**src/sv/sai_pkg.sv**
```systemverilog
// Shared types and constants for the sorted insertion table.
package sai_pkg;

    // Default table depth
    localparam int CAPACITY_DEF = 16;

    // Fixed field widths
    localparam int DATA_W = 32;
    localparam int IDX_W  = 4;
    localparam int CNT_OUT_W = 5;
    // Number of positions the index field can address
    localparam int IDX_SPAN = 16;

    // Command codes
    typedef enum logic [1:0] {
        CMD_INSERT  = 2'd0,
        CMD_REVERSE = 2'd1,
        CMD_READ    = 2'd2,
        CMD_NOP     = 2'd3
    } cmd_t;

    // Result status codes
    typedef enum logic [1:0] {
        STAT_OK     = 2'd0,
        STAT_FULL   = 2'd1,
        STAT_EMPTY  = 2'd2,
        STAT_BADIDX = 2'd3
    } status_t;

    // Per-cycle operation broadcast to every cell
    typedef enum logic [1:0] {
        CELL_HOLD,
        CELL_INSERT,
        CELL_TAG,
        CELL_SWAP
    } cell_op_t;

    // Controller states
    typedef enum logic [1:0] {
        FSM_IDLE,
        FSM_SWAP,
        FSM_DONE
    } fsm_t;

    // Control bundle shared by all cells
    typedef struct packed {
        cell_op_t                  op;
        logic signed [DATA_W-1:0]  value;
        logic [IDX_W-1:0]          index;
        logic                      phase;
    } cell_ctrl_t;

endpackage

```
**src/sv/sorted_array_insert_reverse_top.sv**
```systemverilog
// Top level of the sorted insertion table: command controller, cell row and result register.
//
//  channel | handshake            | payload
//  --------+----------------------+------------------------------
//  input   | in_valid / in_stall  | cmd, value, index
//  output  | out_valid / out_stall| status, read_value, count
//
// Insert, read and unused commands, and reverse of an empty table or of a single entry, are
// answered directly: the result is registered at the transfer edge. Reverse of two or more
// entries first tags the cells, then runs count odd/even swap rounds along the cell row, and
// posts the result once the result register is free.
// Reset clears the fill count, controller state and output valid; entries are not cleared.
// A new command is taken only while the controller is idle and the result register is
// empty or being drained in the same cycle.
module sorted_array_insert_reverse_top #(
    parameter int CAPACITY = sai_pkg::CAPACITY_DEF
) (
    input  logic                                 clk,
    input  logic                                 rst_n,
    input  logic                                 in_valid,
    output logic                                 in_stall,
    input  logic [1:0]                           cmd,
    input  logic signed [sai_pkg::DATA_W-1:0]    value,
    input  logic [sai_pkg::IDX_W-1:0]            index,
    output logic                                 out_valid,
    input  logic                                 out_stall,
    output logic [1:0]                           status,
    output logic signed [sai_pkg::DATA_W-1:0]    read_value,
    output logic [sai_pkg::CNT_OUT_W-1:0]        count
);
    import sai_pkg::*;

    localparam int CNT_W = $clog2(CAPACITY + 1);
    localparam int TAG_W = $clog2(CAPACITY);
    localparam int CMP_W = (CNT_W > IDX_W) ? CNT_W : IDX_W;
    localparam logic [CNT_W-1:0] CAP_C = CNT_W'(CAPACITY);
    localparam logic [CMP_W-1:0] CAP_CMP = CMP_W'(CAPACITY);

    fsm_t                     state_reg;
    fsm_t                     state_next;
    logic [CNT_W-1:0]         count_reg;
    logic [CNT_W-1:0]         count_next;
    logic [CNT_W-1:0]         round_reg;
    logic [CNT_W-1:0]         round_next;

    logic                     out_valid_reg;
    status_t                  status_reg;
    logic signed [DATA_W-1:0] read_value_reg;
    logic [CNT_OUT_W-1:0]     count_out_reg;

    logic                     accept;
    logic                     out_free;
    logic                     load_out;
    status_t                  res_status;
    logic signed [DATA_W-1:0] res_read;
    logic                     rd_ok;
    cell_ctrl_t               ctrl;

    logic signed [DATA_W-1:0] ent   [CAPACITY];
    logic [TAG_W-1:0]         tags  [CAPACITY];
    logic                     found [CAPACITY+1];
    logic signed [DATA_W-1:0] rd    [CAPACITY+1];

    // Handshake
    assign in_stall = (state_reg != FSM_IDLE) || (out_valid_reg && out_stall);
    assign accept   = in_valid && !in_stall;
    assign out_free = !out_valid_reg || !out_stall;

    // Read bounds check
    assign rd_ok = (CMP_W'(index) < CMP_W'(count_reg)) && (CMP_W'(index) < CAP_CMP);

    // Cell row
    assign found[0] = 1'b0;
    assign rd[0]    = '0;

    for (genvar k = 0; k < CAPACITY; k++)
    begin : g_cell
        logic signed [DATA_W-1:0] l_entry;
        logic [TAG_W-1:0]         l_tag;
        logic signed [DATA_W-1:0] r_entry;
        logic [TAG_W-1:0]         r_tag;

        if (k == 0)
        begin : g_first
            assign l_entry = '0;
            assign l_tag   = '0;
        end
        else
        begin : g_mid
            assign l_entry = ent[k-1];
            assign l_tag   = tags[k-1];
        end

        if (k == CAPACITY - 1)
        begin : g_last
            assign r_entry = '0;
            assign r_tag   = '0;
        end
        else
        begin : g_inner
            assign r_entry = ent[k+1];
            assign r_tag   = tags[k+1];
        end

        sai_cell #(
            .K     (k),
            .CNT_W (CNT_W),
            .TAG_W (TAG_W)
        ) u_cell (
            .clk         (clk),
            .ctrl        (ctrl),
            .count       (count_reg),
            .left_entry  (l_entry),
            .left_tag    (l_tag),
            .right_entry (r_entry),
            .right_tag   (r_tag),
            .found_in    (found[k]),
            .found_out   (found[k+1]),
            .rd_in       (rd[k]),
            .rd_out      (rd[k+1]),
            .entry       (ent[k]),
            .tag         (tags[k])
        );
    end

    // Controller: next state, cell command and result
    always_comb
    begin
        state_next = state_reg;
        count_next = count_reg;
        round_next = round_reg;
        ctrl.op    = CELL_HOLD;
        ctrl.value = value;
        ctrl.index = index;
        ctrl.phase = round_reg[0];
        load_out   = 1'b0;
        res_status = STAT_OK;
        res_read   = '0;
        case (state_reg)
            FSM_IDLE:
            begin
                if (accept)
                begin
                    load_out = 1'b1;
                    case (cmd)
                        CMD_INSERT:
                        begin
                            if (count_reg >= CAP_C)
                            begin
                                res_status = STAT_FULL;
                            end
                            else
                            begin
                                ctrl.op    = CELL_INSERT;
                                count_next = count_reg + 1'b1;
                            end
                        end
                        CMD_REVERSE:
                        begin
                            if (count_reg == '0)
                            begin
                                res_status = STAT_EMPTY;
                            end
                            else if (count_reg != CNT_W'(1))
                            begin
                                // more than one entry: run the swap rounds first
                                load_out   = 1'b0;
                                ctrl.op    = CELL_TAG;
                                round_next = '0;
                                state_next = FSM_SWAP;
                            end
                        end
                        CMD_READ:
                        begin
                            if (rd_ok)
                            begin
                                res_read = rd[CAPACITY];
                            end
                            else
                            begin
                                res_status = STAT_BADIDX;
                            end
                        end
                        default:
                        begin
                            res_status = STAT_OK;
                        end
                    endcase
                end
            end
            FSM_SWAP:
            begin
                ctrl.op    = CELL_SWAP;
                round_next = round_reg + 1'b1;
                if (round_reg == (count_reg - 1'b1))
                begin
                    state_next = FSM_DONE;
                end
            end
            FSM_DONE:
            begin
                if (out_free)
                begin
                    load_out   = 1'b1;
                    state_next = FSM_IDLE;
                end
            end
            default:
            begin
                state_next = FSM_IDLE;
            end
        endcase
    end

    // Control registers
    always_ff @(posedge clk or negedge rst_n)
    begin
        if (!rst_n)
        begin
            state_reg     <= FSM_IDLE;
            count_reg     <= '0;
            round_reg     <= '0;
            out_valid_reg <= 1'b0;
        end
        else
        begin
            state_reg <= state_next;
            count_reg <= count_next;
            round_reg <= round_next;
            if (load_out)
            begin
                out_valid_reg <= 1'b1;
            end
            else if (!out_stall)
            begin
                out_valid_reg <= 1'b0;
            end
        end
    end

    // Result payload
    always_ff @(posedge clk)
    begin
        if (load_out)
        begin
            status_reg     <= res_status;
            read_value_reg <= res_read;
            count_out_reg  <= CNT_OUT_W'(count_next);
        end
    end

    assign out_valid  = out_valid_reg;
    assign status     = status_reg;
    assign read_value = read_value_reg;
    assign count      = count_out_reg;

endmodule

```
**src/sv/sai_cell.sv**
```systemverilog
// One storage cell of the table: holds an entry and a reorder tag, trades with neighbors.
module sai_cell #(
    parameter int K     = 0,
    parameter int CNT_W = $clog2(sai_pkg::CAPACITY_DEF + 1),
    parameter int TAG_W = $clog2(sai_pkg::CAPACITY_DEF)
) (
    input  logic                              clk,
    input  sai_pkg::cell_ctrl_t               ctrl,
    input  logic [CNT_W-1:0]                  count,
    input  logic signed [sai_pkg::DATA_W-1:0] left_entry,
    input  logic [TAG_W-1:0]                  left_tag,
    input  logic signed [sai_pkg::DATA_W-1:0] right_entry,
    input  logic [TAG_W-1:0]                  right_tag,
    input  logic                              found_in,
    output logic                              found_out,
    input  logic signed [sai_pkg::DATA_W-1:0] rd_in,
    output logic signed [sai_pkg::DATA_W-1:0] rd_out,
    output logic signed [sai_pkg::DATA_W-1:0] entry,
    output logic [TAG_W-1:0]                  tag
);
    import sai_pkg::*;

    // Position constants of this cell
    localparam logic [CNT_W-1:0] POS_C   = CNT_W'(K);
    localparam logic [CNT_W-1:0] NEXT_C  = CNT_W'(K + 1);
    localparam logic [TAG_W-1:0] POS_T   = TAG_W'(K);
    localparam logic [IDX_W-1:0] POS_I   = IDX_W'(K % IDX_SPAN);
    localparam bit               ADDR_OK = (K < IDX_SPAN);
    localparam bit               HAS_LEFT = (K > 0);
    localparam bit               POS_ODD = ((K % 2) == 1);

    logic signed [DATA_W-1:0] entry_reg;
    logic signed [DATA_W-1:0] entry_next;
    logic [TAG_W-1:0]         tag_reg;
    logic [TAG_W-1:0]         tag_next;

    logic valid;
    logic at_end;
    logic right_ok;
    logic ge;
    logic lower;
    logic upper;

    // Occupancy and compare against the broadcast value
    assign valid    = (POS_C < count);
    assign at_end   = (POS_C == count);
    assign right_ok = (NEXT_C < count);
    assign ge       = (entry_reg >= ctrl.value);

    // First-greater-or-equal search ripples toward higher positions
    assign found_out = found_in | (valid & ge);

    // Pair role in the current odd/even round
    assign lower = (POS_ODD == ctrl.phase);
    assign upper = (POS_ODD != ctrl.phase) && HAS_LEFT;

    // Read path: matching cell replaces the passing value
    assign rd_out = (ADDR_OK && (ctrl.index == POS_I)) ? entry_reg : rd_in;

    // Next entry and tag
    always_comb
    begin
        entry_next = entry_reg;
        tag_next   = tag_reg;
        case (ctrl.op)
            CELL_INSERT:
            begin
                if (valid || at_end)
                begin
                    if (found_in)
                    begin
                        entry_next = left_entry;
                    end
                    else if ((valid && ge) || at_end)
                    begin
                        entry_next = ctrl.value;
                    end
                end
            end
            CELL_TAG:
            begin
                tag_next = POS_T;
            end
            CELL_SWAP:
            begin
                if (lower && right_ok && (tag_reg < right_tag))
                begin
                    entry_next = right_entry;
                    tag_next   = right_tag;
                end
                else if (upper && valid && (left_tag < tag_reg))
                begin
                    entry_next = left_entry;
                    tag_next   = left_tag;
                end
            end
            default:
            begin
                entry_next = entry_reg;
                tag_next   = tag_reg;
            end
        endcase
    end

    // Storage
    always_ff @(posedge clk)
    begin
        entry_reg <= entry_next;
        tag_reg   <= tag_next;
    end

    assign entry = entry_reg;
    assign tag   = tag_reg;

endmodule

```
**config.mk**
```make
export PLATFORM = sky130hd
export DESIGN_NAME = sorted_array_insert_reverse_top
export DESIGN_NICKNAME = d
export VERILOG_FILES = /design/src/sv/sai_pkg.sv /design/src/sv/sorted_array_insert_reverse_top.sv /design/src/sv/sai_cell.sv
export SDC_FILE = /design/constraint.sdc
export NUM_CORES = 2
export LEC_CHECK = 0
export BUFFER_PORTS_ARGS = -buffer_cell sky130_fd_sc_hd__buf_2
export CAP_MARGIN = 5
export CORE_MARGIN = 1
export CORE_UTILIZATION = 30
export CTS_CLUSTER_DIAMETER = 30
export DETAILED_ROUTE_END_ITERATION = 16
export HOLD_SLACK_MARGIN = 0.02
export SLEW_MARGIN = 20
export SYNTH_ARGS = -nofsm -noshare
export SYNTH_HDL_FRONTEND = slang
export SYNTH_SLANG_ARGS = --single-unit
```
**constraint.sdc**
```tcl
create_clock -name clk -period 9 [get_ports clk]
set_clock_uncertainty 0.1 [all_clocks]
set_input_delay 1.8 -clock clk [delete_from_list [all_inputs] [get_ports clk]]
set_output_delay 1.8 -clock clk [all_outputs]
set_load 0.02 [all_outputs]
```
== Word-level counts from Yosys, hierarchy flattened ==
Index checks and enable logic that the tools add are counted.

* Add/sub/neg operators: 3
* Multiply operators: 0
* Div/mod/pow operators: 0
* Magnitude comparators: 51
* Equality and inequality tests: 94
* Shift-type cells: 0
* Mux-type cells: 191
* Bitwise logic cells: 30
* Reductions and logical operators: 131

{| class="wikitable"
|+ Operator list
! operator !! count
|-
| $mux 32 || 94
|-
| $pmux 32 s2 || 16
|-
| $ge 32x32->1 || 16
|-
| $pmux 4 s2 || 16
|-
| $mux 4 || 31
|-
| $ne 3x1->1 const B || 30
|-
| $reduce_and 4->1 || 17
|-
| $lt 4x4->1 || 15
|-
| $logic_and 1x1->1 || 50
|-
| $eq 4x5->1 const A || 8
|-
| $lt 4x5->1 const A || 8
|-
| $mux 5 || 8
|-
| $ne 2x1->1 const B || 20
|-
| $logic_or 1x1->1 || 34
|-
| $reduce_and 2->1 || 17
|-
| $eq 4x4->1 const B || 8
|-
| $mux 2 || 11
|-
| $eq 3x5->1 const A || 4
|-
| $lt 3x5->1 const A || 4
|-
| $eq 4x3->1 const B || 4
|-
| $and 1x1->1 || 15
|-
| $or 1x1->1 || 14
|-
| $pmux 2 s3 || 2
|-
| $add 5x1->5 const B || 2
|-
| 28 further kinds || 56
|}

* Register bits after elaboration: 628
* Bits in latches: 0
* RAM bits: 0
* Memory bits (read-only): 0
* Bits of input ports: 42
* Output and inout port bits: 41
* Logic and storage cells: 539
* Memories: 0

== Depth between registers and ports, before layout ==
* Depth after elaboration: 19
* Depth in mapped cells: 16
* Gate-level depth less buffers: 12

== Modules after synthesis ==
Synthesis repeated with hierarchy kept, for this count alone.

* Cell total of the unflattened synthesis: 5233
* Area total of the unflattened synthesis: 53426.2 um^2

{| class="wikitable"
|+ By module, submodules not included
! module !! times used !! cells each !! area each (um^2) !! sequential area each (um^2)
|-
| sai_cell (g_cell[6].u_cell) || 1 || 339 || 3285.7 || 1081.0
|-
| sai_cell (g_cell[13].u_cell) || 1 || 342 || 3279.4 || 1081.0
|-
| sai_cell (g_cell[9].u_cell) || 1 || 312 || 3254.4 || 1081.0
|-
| sai_cell (g_cell[3].u_cell) || 1 || 314 || 3223.1 || 1081.0
|-
| sai_cell (g_cell[15].u_cell) || 1 || 310 || 3211.8 || 1081.0
|-
| sai_cell (g_cell[7].u_cell) || 1 || 312 || 3210.6 || 1081.0
|-
| sai_cell (g_cell[4].u_cell) || 1 || 307 || 3208.1 || 1081.0
|-
| sai_cell (g_cell[11].u_cell) || 1 || 309 || 3191.8 || 1081.0
|-
| sai_cell (g_cell[2].u_cell) || 1 || 309 || 3183.1 || 1081.0
|-
| sai_cell (g_cell[10].u_cell) || 1 || 309 || 3169.3 || 1081.0
|-
| sai_cell (g_cell[5].u_cell) || 1 || 310 || 3160.5 || 1081.0
|-
| sai_cell (g_cell[8].u_cell) || 1 || 309 || 3154.3 || 1081.0
|-
| sai_cell (g_cell[14].u_cell) || 1 || 309 || 3149.3 || 1081.0
|-
| sai_cell (g_cell[12].u_cell) || 1 || 308 || 3138.0 || 1081.0
|-
| +3 rows || -- || -- || -- || --
|}

== Worst setup path before layout ==
Ideal clock, no wire load.

* Path type: in2reg
* From: input port value[17] (netlist name)
* To: register g_cell[10].u_cell.entry_reg[0] (enable)
* Library setup time: 0.461 ns
* Data arrival time: 6.546 ns
* Required time: 8.439 ns
* Slack: 1.893 ns
* Cell stages on the path: 14
* Buffers on the path: 2
* Cells stage by stage: inv_1 -> ha_1 -> a21oi_1 -> nor2_1 -> a211oi_1 -> o21ai_0 -> a211oi_1 -> mux2_2 -> nor4bb_1 -> clkbuf_1 -> buf_2 -> and3_1 -> o21a_1 -> nor3_1

* Word-level cells in the longest chain between the ends: 13
* Elaborated cells between the ends (all ways): 34
* Classes of those cells: order compare: 11; eq/ne: 1; bitwise: 19; reduce/logical: 3

{| class="wikitable"
|+ Ends and longest elaborated chain
! element !! RTL line !! source
|-
| start: declaration || sorted_array_insert_reverse_top.sv:23 || <nowiki>input logic signed [sai_pkg::DATA_W-1:0] value,</nowiki>
|-
| $ge 32x32->1 || sai_cell.sv:48 || <nowiki>assign ge = (entry_reg >= ctrl.value);</nowiki>
|-
| $and 1x1->1 || sai_cell.sv:51 || <nowiki>assign found_out = found_in | (valid & ge);</nowiki>
|-
| $or 1x1->1 (9 in a row) || sai_cell.sv:51 ||
|-
| $ne 3x1->1 (no source line) (*) || -- ||
|-
| $reduce_and 4->1 (no source line) (*) || -- ||
|-
| end signal: assignment || sai_cell.sv:108 || <nowiki>entry_reg <= entry_next;</nowiki>
|-
| end: declaration || sai_cell.sv:32 || <nowiki>logic signed [DATA_W-1:0] entry_reg;</nowiki>
|}

Every way passes the cells marked *; elsewhere a longest branch is shown, timed or not.
A chain may end at the register's enable or synchronous reset.

== Worst setup path in the final report ==
* From: input port value[7] (netlist name)
* To: register g_cell[9].u_cell.entry_reg[6], data pin

* Word-level cells in the longest chain between the ends: 13
* Elaborated cells between the ends (all ways): 29
* Classes of those cells: order compare: 9; mux: 3; bitwise: 17

{| class="wikitable"
|+ Ends and longest elaborated chain
! element !! RTL line !! source
|-
| $ge 32x32->1 || sai_cell.sv:48 ||
|-
| $and 1x1->1 || sai_cell.sv:51 ||
|-
| $or 1x1->1 (7 in a row) || sai_cell.sv:51 ||
|-
| $or 1x1->1 (*) || sai_cell.sv:51 ||
|-
| $mux 32 (*) || sai_cell.sv:70 || <nowiki>if (found_in)</nowiki>
|-
| $mux 32 (*) || sai_cell.sv:68 || <nowiki>if (valid || at_end)</nowiki>
|-
| $pmux 32 s2 (*) || sai_cell.sv:65 || <nowiki>case (ctrl.op)</nowiki>
|-
| named net g_cell[9].u_cell.entry_next[6] || sai_cell.sv:33 || <nowiki>logic signed [DATA_W-1:0] entry_next;</nowiki>
|-
| end signal: assignment || sai_cell.sv:108 ||
|-
| end: declaration || sai_cell.sv:32 ||
|}

Mark *: on every way through the listed nets, which the timed path passes. The rest lies on a longest branch. The select of a mux whose other input is x is not followed.

==> reports/metrics.yaml <==
ys.flop_type: "edfxtp_1"
cts_tree: "yes"
place.port_buffers: 82
switching_power_mw: 9.846
dp_cells: 6571
fin_cells: 6867
postLayoutCellArea_sq_mm: 0.05433
grt_pass1_wl_um: 265500
globalRoute.totalOverflow: 0
path_class: "in2reg"
timing.hold.ws_ps: 465.9
synth_nets: 5216
route.detailed.drc: 0
placed_cell_area_sq_mm: 0.04888
die_area_sq_mm: 0.1536
die_h_um: 391.9
grt_use_total: 0.2315
cts.clk_slew.worst_paths_ps: 40
cts_setup_buffers: 0
clock_latency_ps: 770
hold_buffers: 0
hold_depth: 2
placementRows: 142
wl_per_cell_um: 26.38
yosysUniqueCellTypes: 84
synth-edff-count: 615
cts_buffers: 157
hp-class: "reg2reg"
max_slew_margin: 0.2491
finalCritPeriodShare: 0.7925
clock_sinks: 628
ys.warnings.count: 0
die_x_um: 391.9
dpl.hpwl_um: 134500
cts-htree-levels: 4
p_comb_frac: 0.421
end_kind: "register"
synth-simple-area-share: 0.1152
grt_pass1_vias: 40070
ir_worst_vdd_mv: 0.2841
gp_congestion: 0.9732
setup_viol: 0
critical_path_arrival_ps: 7530
vias_per_cell: 5.948
synth_top_family_by_area: "compound AO/OA/AOI/OAI gates"
yosys-top-cells-area: "edfxtp_1, ha_1, a21oi_1"
async_flop_share: 0.02070
synthMuxAreaShare: 0.02626
power_density_mw_per_mm2: 427.2
cts-resized-gates: 0
internal-power_mw: 13.36
yosys_register_bits: 628
io_pins: 83
synth_compound_gate_area_share: 0.2402
yosysTopAreaCell: "edfxtp_1"
power.leakage_nw: 20.89
vias: 40840
slew_viol_final: 0
grt_start_max_net_pins: 124
syn2layout_area_growth_pct: 19.13
wl_um: 181100
cts_buffer_depth: 3
power_frac_clock: 0.251
cp-start-kind: "input pin"
rsz0062_at_grt: "false"
cts_root_buf: "clkbuf_16"
nets: 5322
tightest_slew_ps: 1118
final_antenna_net_count: 0
initial_utilization: 0.3034
seqPwrFrac: 0.329
netlist.area_leader.share: 0.4050
period_needed_ps: 7132
synth-xor-area-share: 0.002497
ys_seq_area_frac: 0.4121
switching_share: 0.4242
tns_ps: 0
fmax_mhz: 140.2
final_common_cell: "edfxtp_1"
first_iter_violations: 4808
required_ps: 9400
finalHoldViolations: 0
synth_area_sq_mm: 0.04560
largest_reg_flops: 512
reg2reg_depth: 12
cp_max_fo: 36
drive_above_1_share: 0.1460
coreArea_sq_mm: 0.1503
most-common-layout-cells: "edfxtp_1, ha_1, a21oi_1"
first_pass_iters: 6
avgSynthCellArea_sq_um: 9.896
status: "finished, final reports clean"
synthAdderAreaFrac: 0.1553
synthCells: 4608
antenna_found_initial: 12
drv_cap: 0
[worst max-delay path, cell delays in order]
cell and delay, ps:
buf_2 310, inv_1 80, buf_4 240, ha_1 340
a21oi_1 150, o21a_1 140, o211ai_1 90, a2111oi_2 860
o211ai_1 330, nor3b_1 790, nor4bb_4 800, buf_4 510
nand2_1 410, buf_4 360, o221a_2 300
[metrics by stage]
stage | power [mW] | util | setup slack [ps]
2_1_floorplan | 13.39 | - | 1893
5_1_grt | 24.44 | 0.3614 | 1852
3_5_place_dp | 17.17 | 0.3252 | 1309
6_report | 23.21 | 0.3614 | 1868
4_1_cts | 23.05 | 0.3613 | 2095
3_3_place_gp | 16.90 | 0.3252 | 1437
[cell families (layout without fill, tap and decap cells)]
group,count (synthesis),in the layout
compound gates,1614,1614
mux,103,103
simple gates,1113,1113
fa+ha+maj,566,566
buf+inv,571,804
flops,628,628
xor+xnor,13,13
other cells,0,10
[metal layers]
layer	GRT usage	up-vias	wire length [um]
met3	0.04118	439	15230
met2	0.3703	2212	82650
li1	-	18240	-
met5	0	-	33
met4	0.1317	4	10570
met1	0.2930	19950	72650
[power by group through the flow]
stage	registers, mW	clock network (mW)	logic (mW)
after floorplan	6.93	0	6.46
after global placement	7.55	0	9.36
after detailed placement	7.58	0	9.58
after CTS	7.54	5.88	9.63
after global routing	7.78	6.02	10.6
final	7.63	5.82	9.76
[worst paths after layout]
path,start,to,slack [ps]
setup / recovery,value[7],g_cell[9].u_cell.entry[6],1870
hold / removal,g_cell[0].u_cell.tag[0],g_cell[1].u_cell.tag[0],470
setup reg to reg,g_cell[0].u_cell.entry[9],g_cell[9].u_cell.entry[6],3090
hold reg to reg,g_cell[0].u_cell.tag[0],g_cell[1].u_cell.tag[0],470
max in group asynchronous,rst_n,count_reg[3],7690
min in group asynchronous,rst_n,round_reg[1],840
[cell usage after synthesis, types with 9 or more instances]
| library cell | n |
|---|---|
| edfxtp_1 | 615 |
| ha_1 | 566 |
| a21oi_1 | 400 |
| nor2_1 | 371 |
| o22ai_1 | 291 |
| inv_1 | 277 |
| nand2_1 | 269 |
| clkbuf_1 | 237 |
| o21ai_0 | 182 |
| nand3_1 | 151 |
| o21a_1 | 109 |
| nand4_1 | 108 |
| o221a_2 | 94 |
| o22a_1 | 92 |
| a22oi_1 | 84 |
| a21o_1 | 55 |
| o211ai_1 | 54 |
| nand2b_1 | 53 |
| mux2_2 | 50 |
| a211oi_1 | 42 |
| a221oi_1 | 42 |
| a31oi_1 | 42 |
| nor3_1 | 40 |
| buf_2 | 33 |
| mux2i_1 | 33 |
| nor2b_1 | 30 |
| a22o_1 | 20 |
| buf_1 | 20 |
| a2111oi_0 | 15 |
| nor4_1 | 14 |
| and2_1 | 13 |
| dfrtp_1 | 13 |
| mux2_1 | 13 |
| and4_1 | 10 |
| o21bai_1 | 10 |
| and3_1 | 9 |
| or3_1 | 9 |
[layout make-up]
cell class	instances	area [sq um]
diodes	10	25.02
clock buffers	188	4273
clock inverters	98	1144
fillers	14980	95980
inverters	278	1044
multi-input cells	3409	24910
flip-flops and latches	628	18790
well taps	2016	2522
repair buffers	240	1612
(Power assumes the default switching activity.)
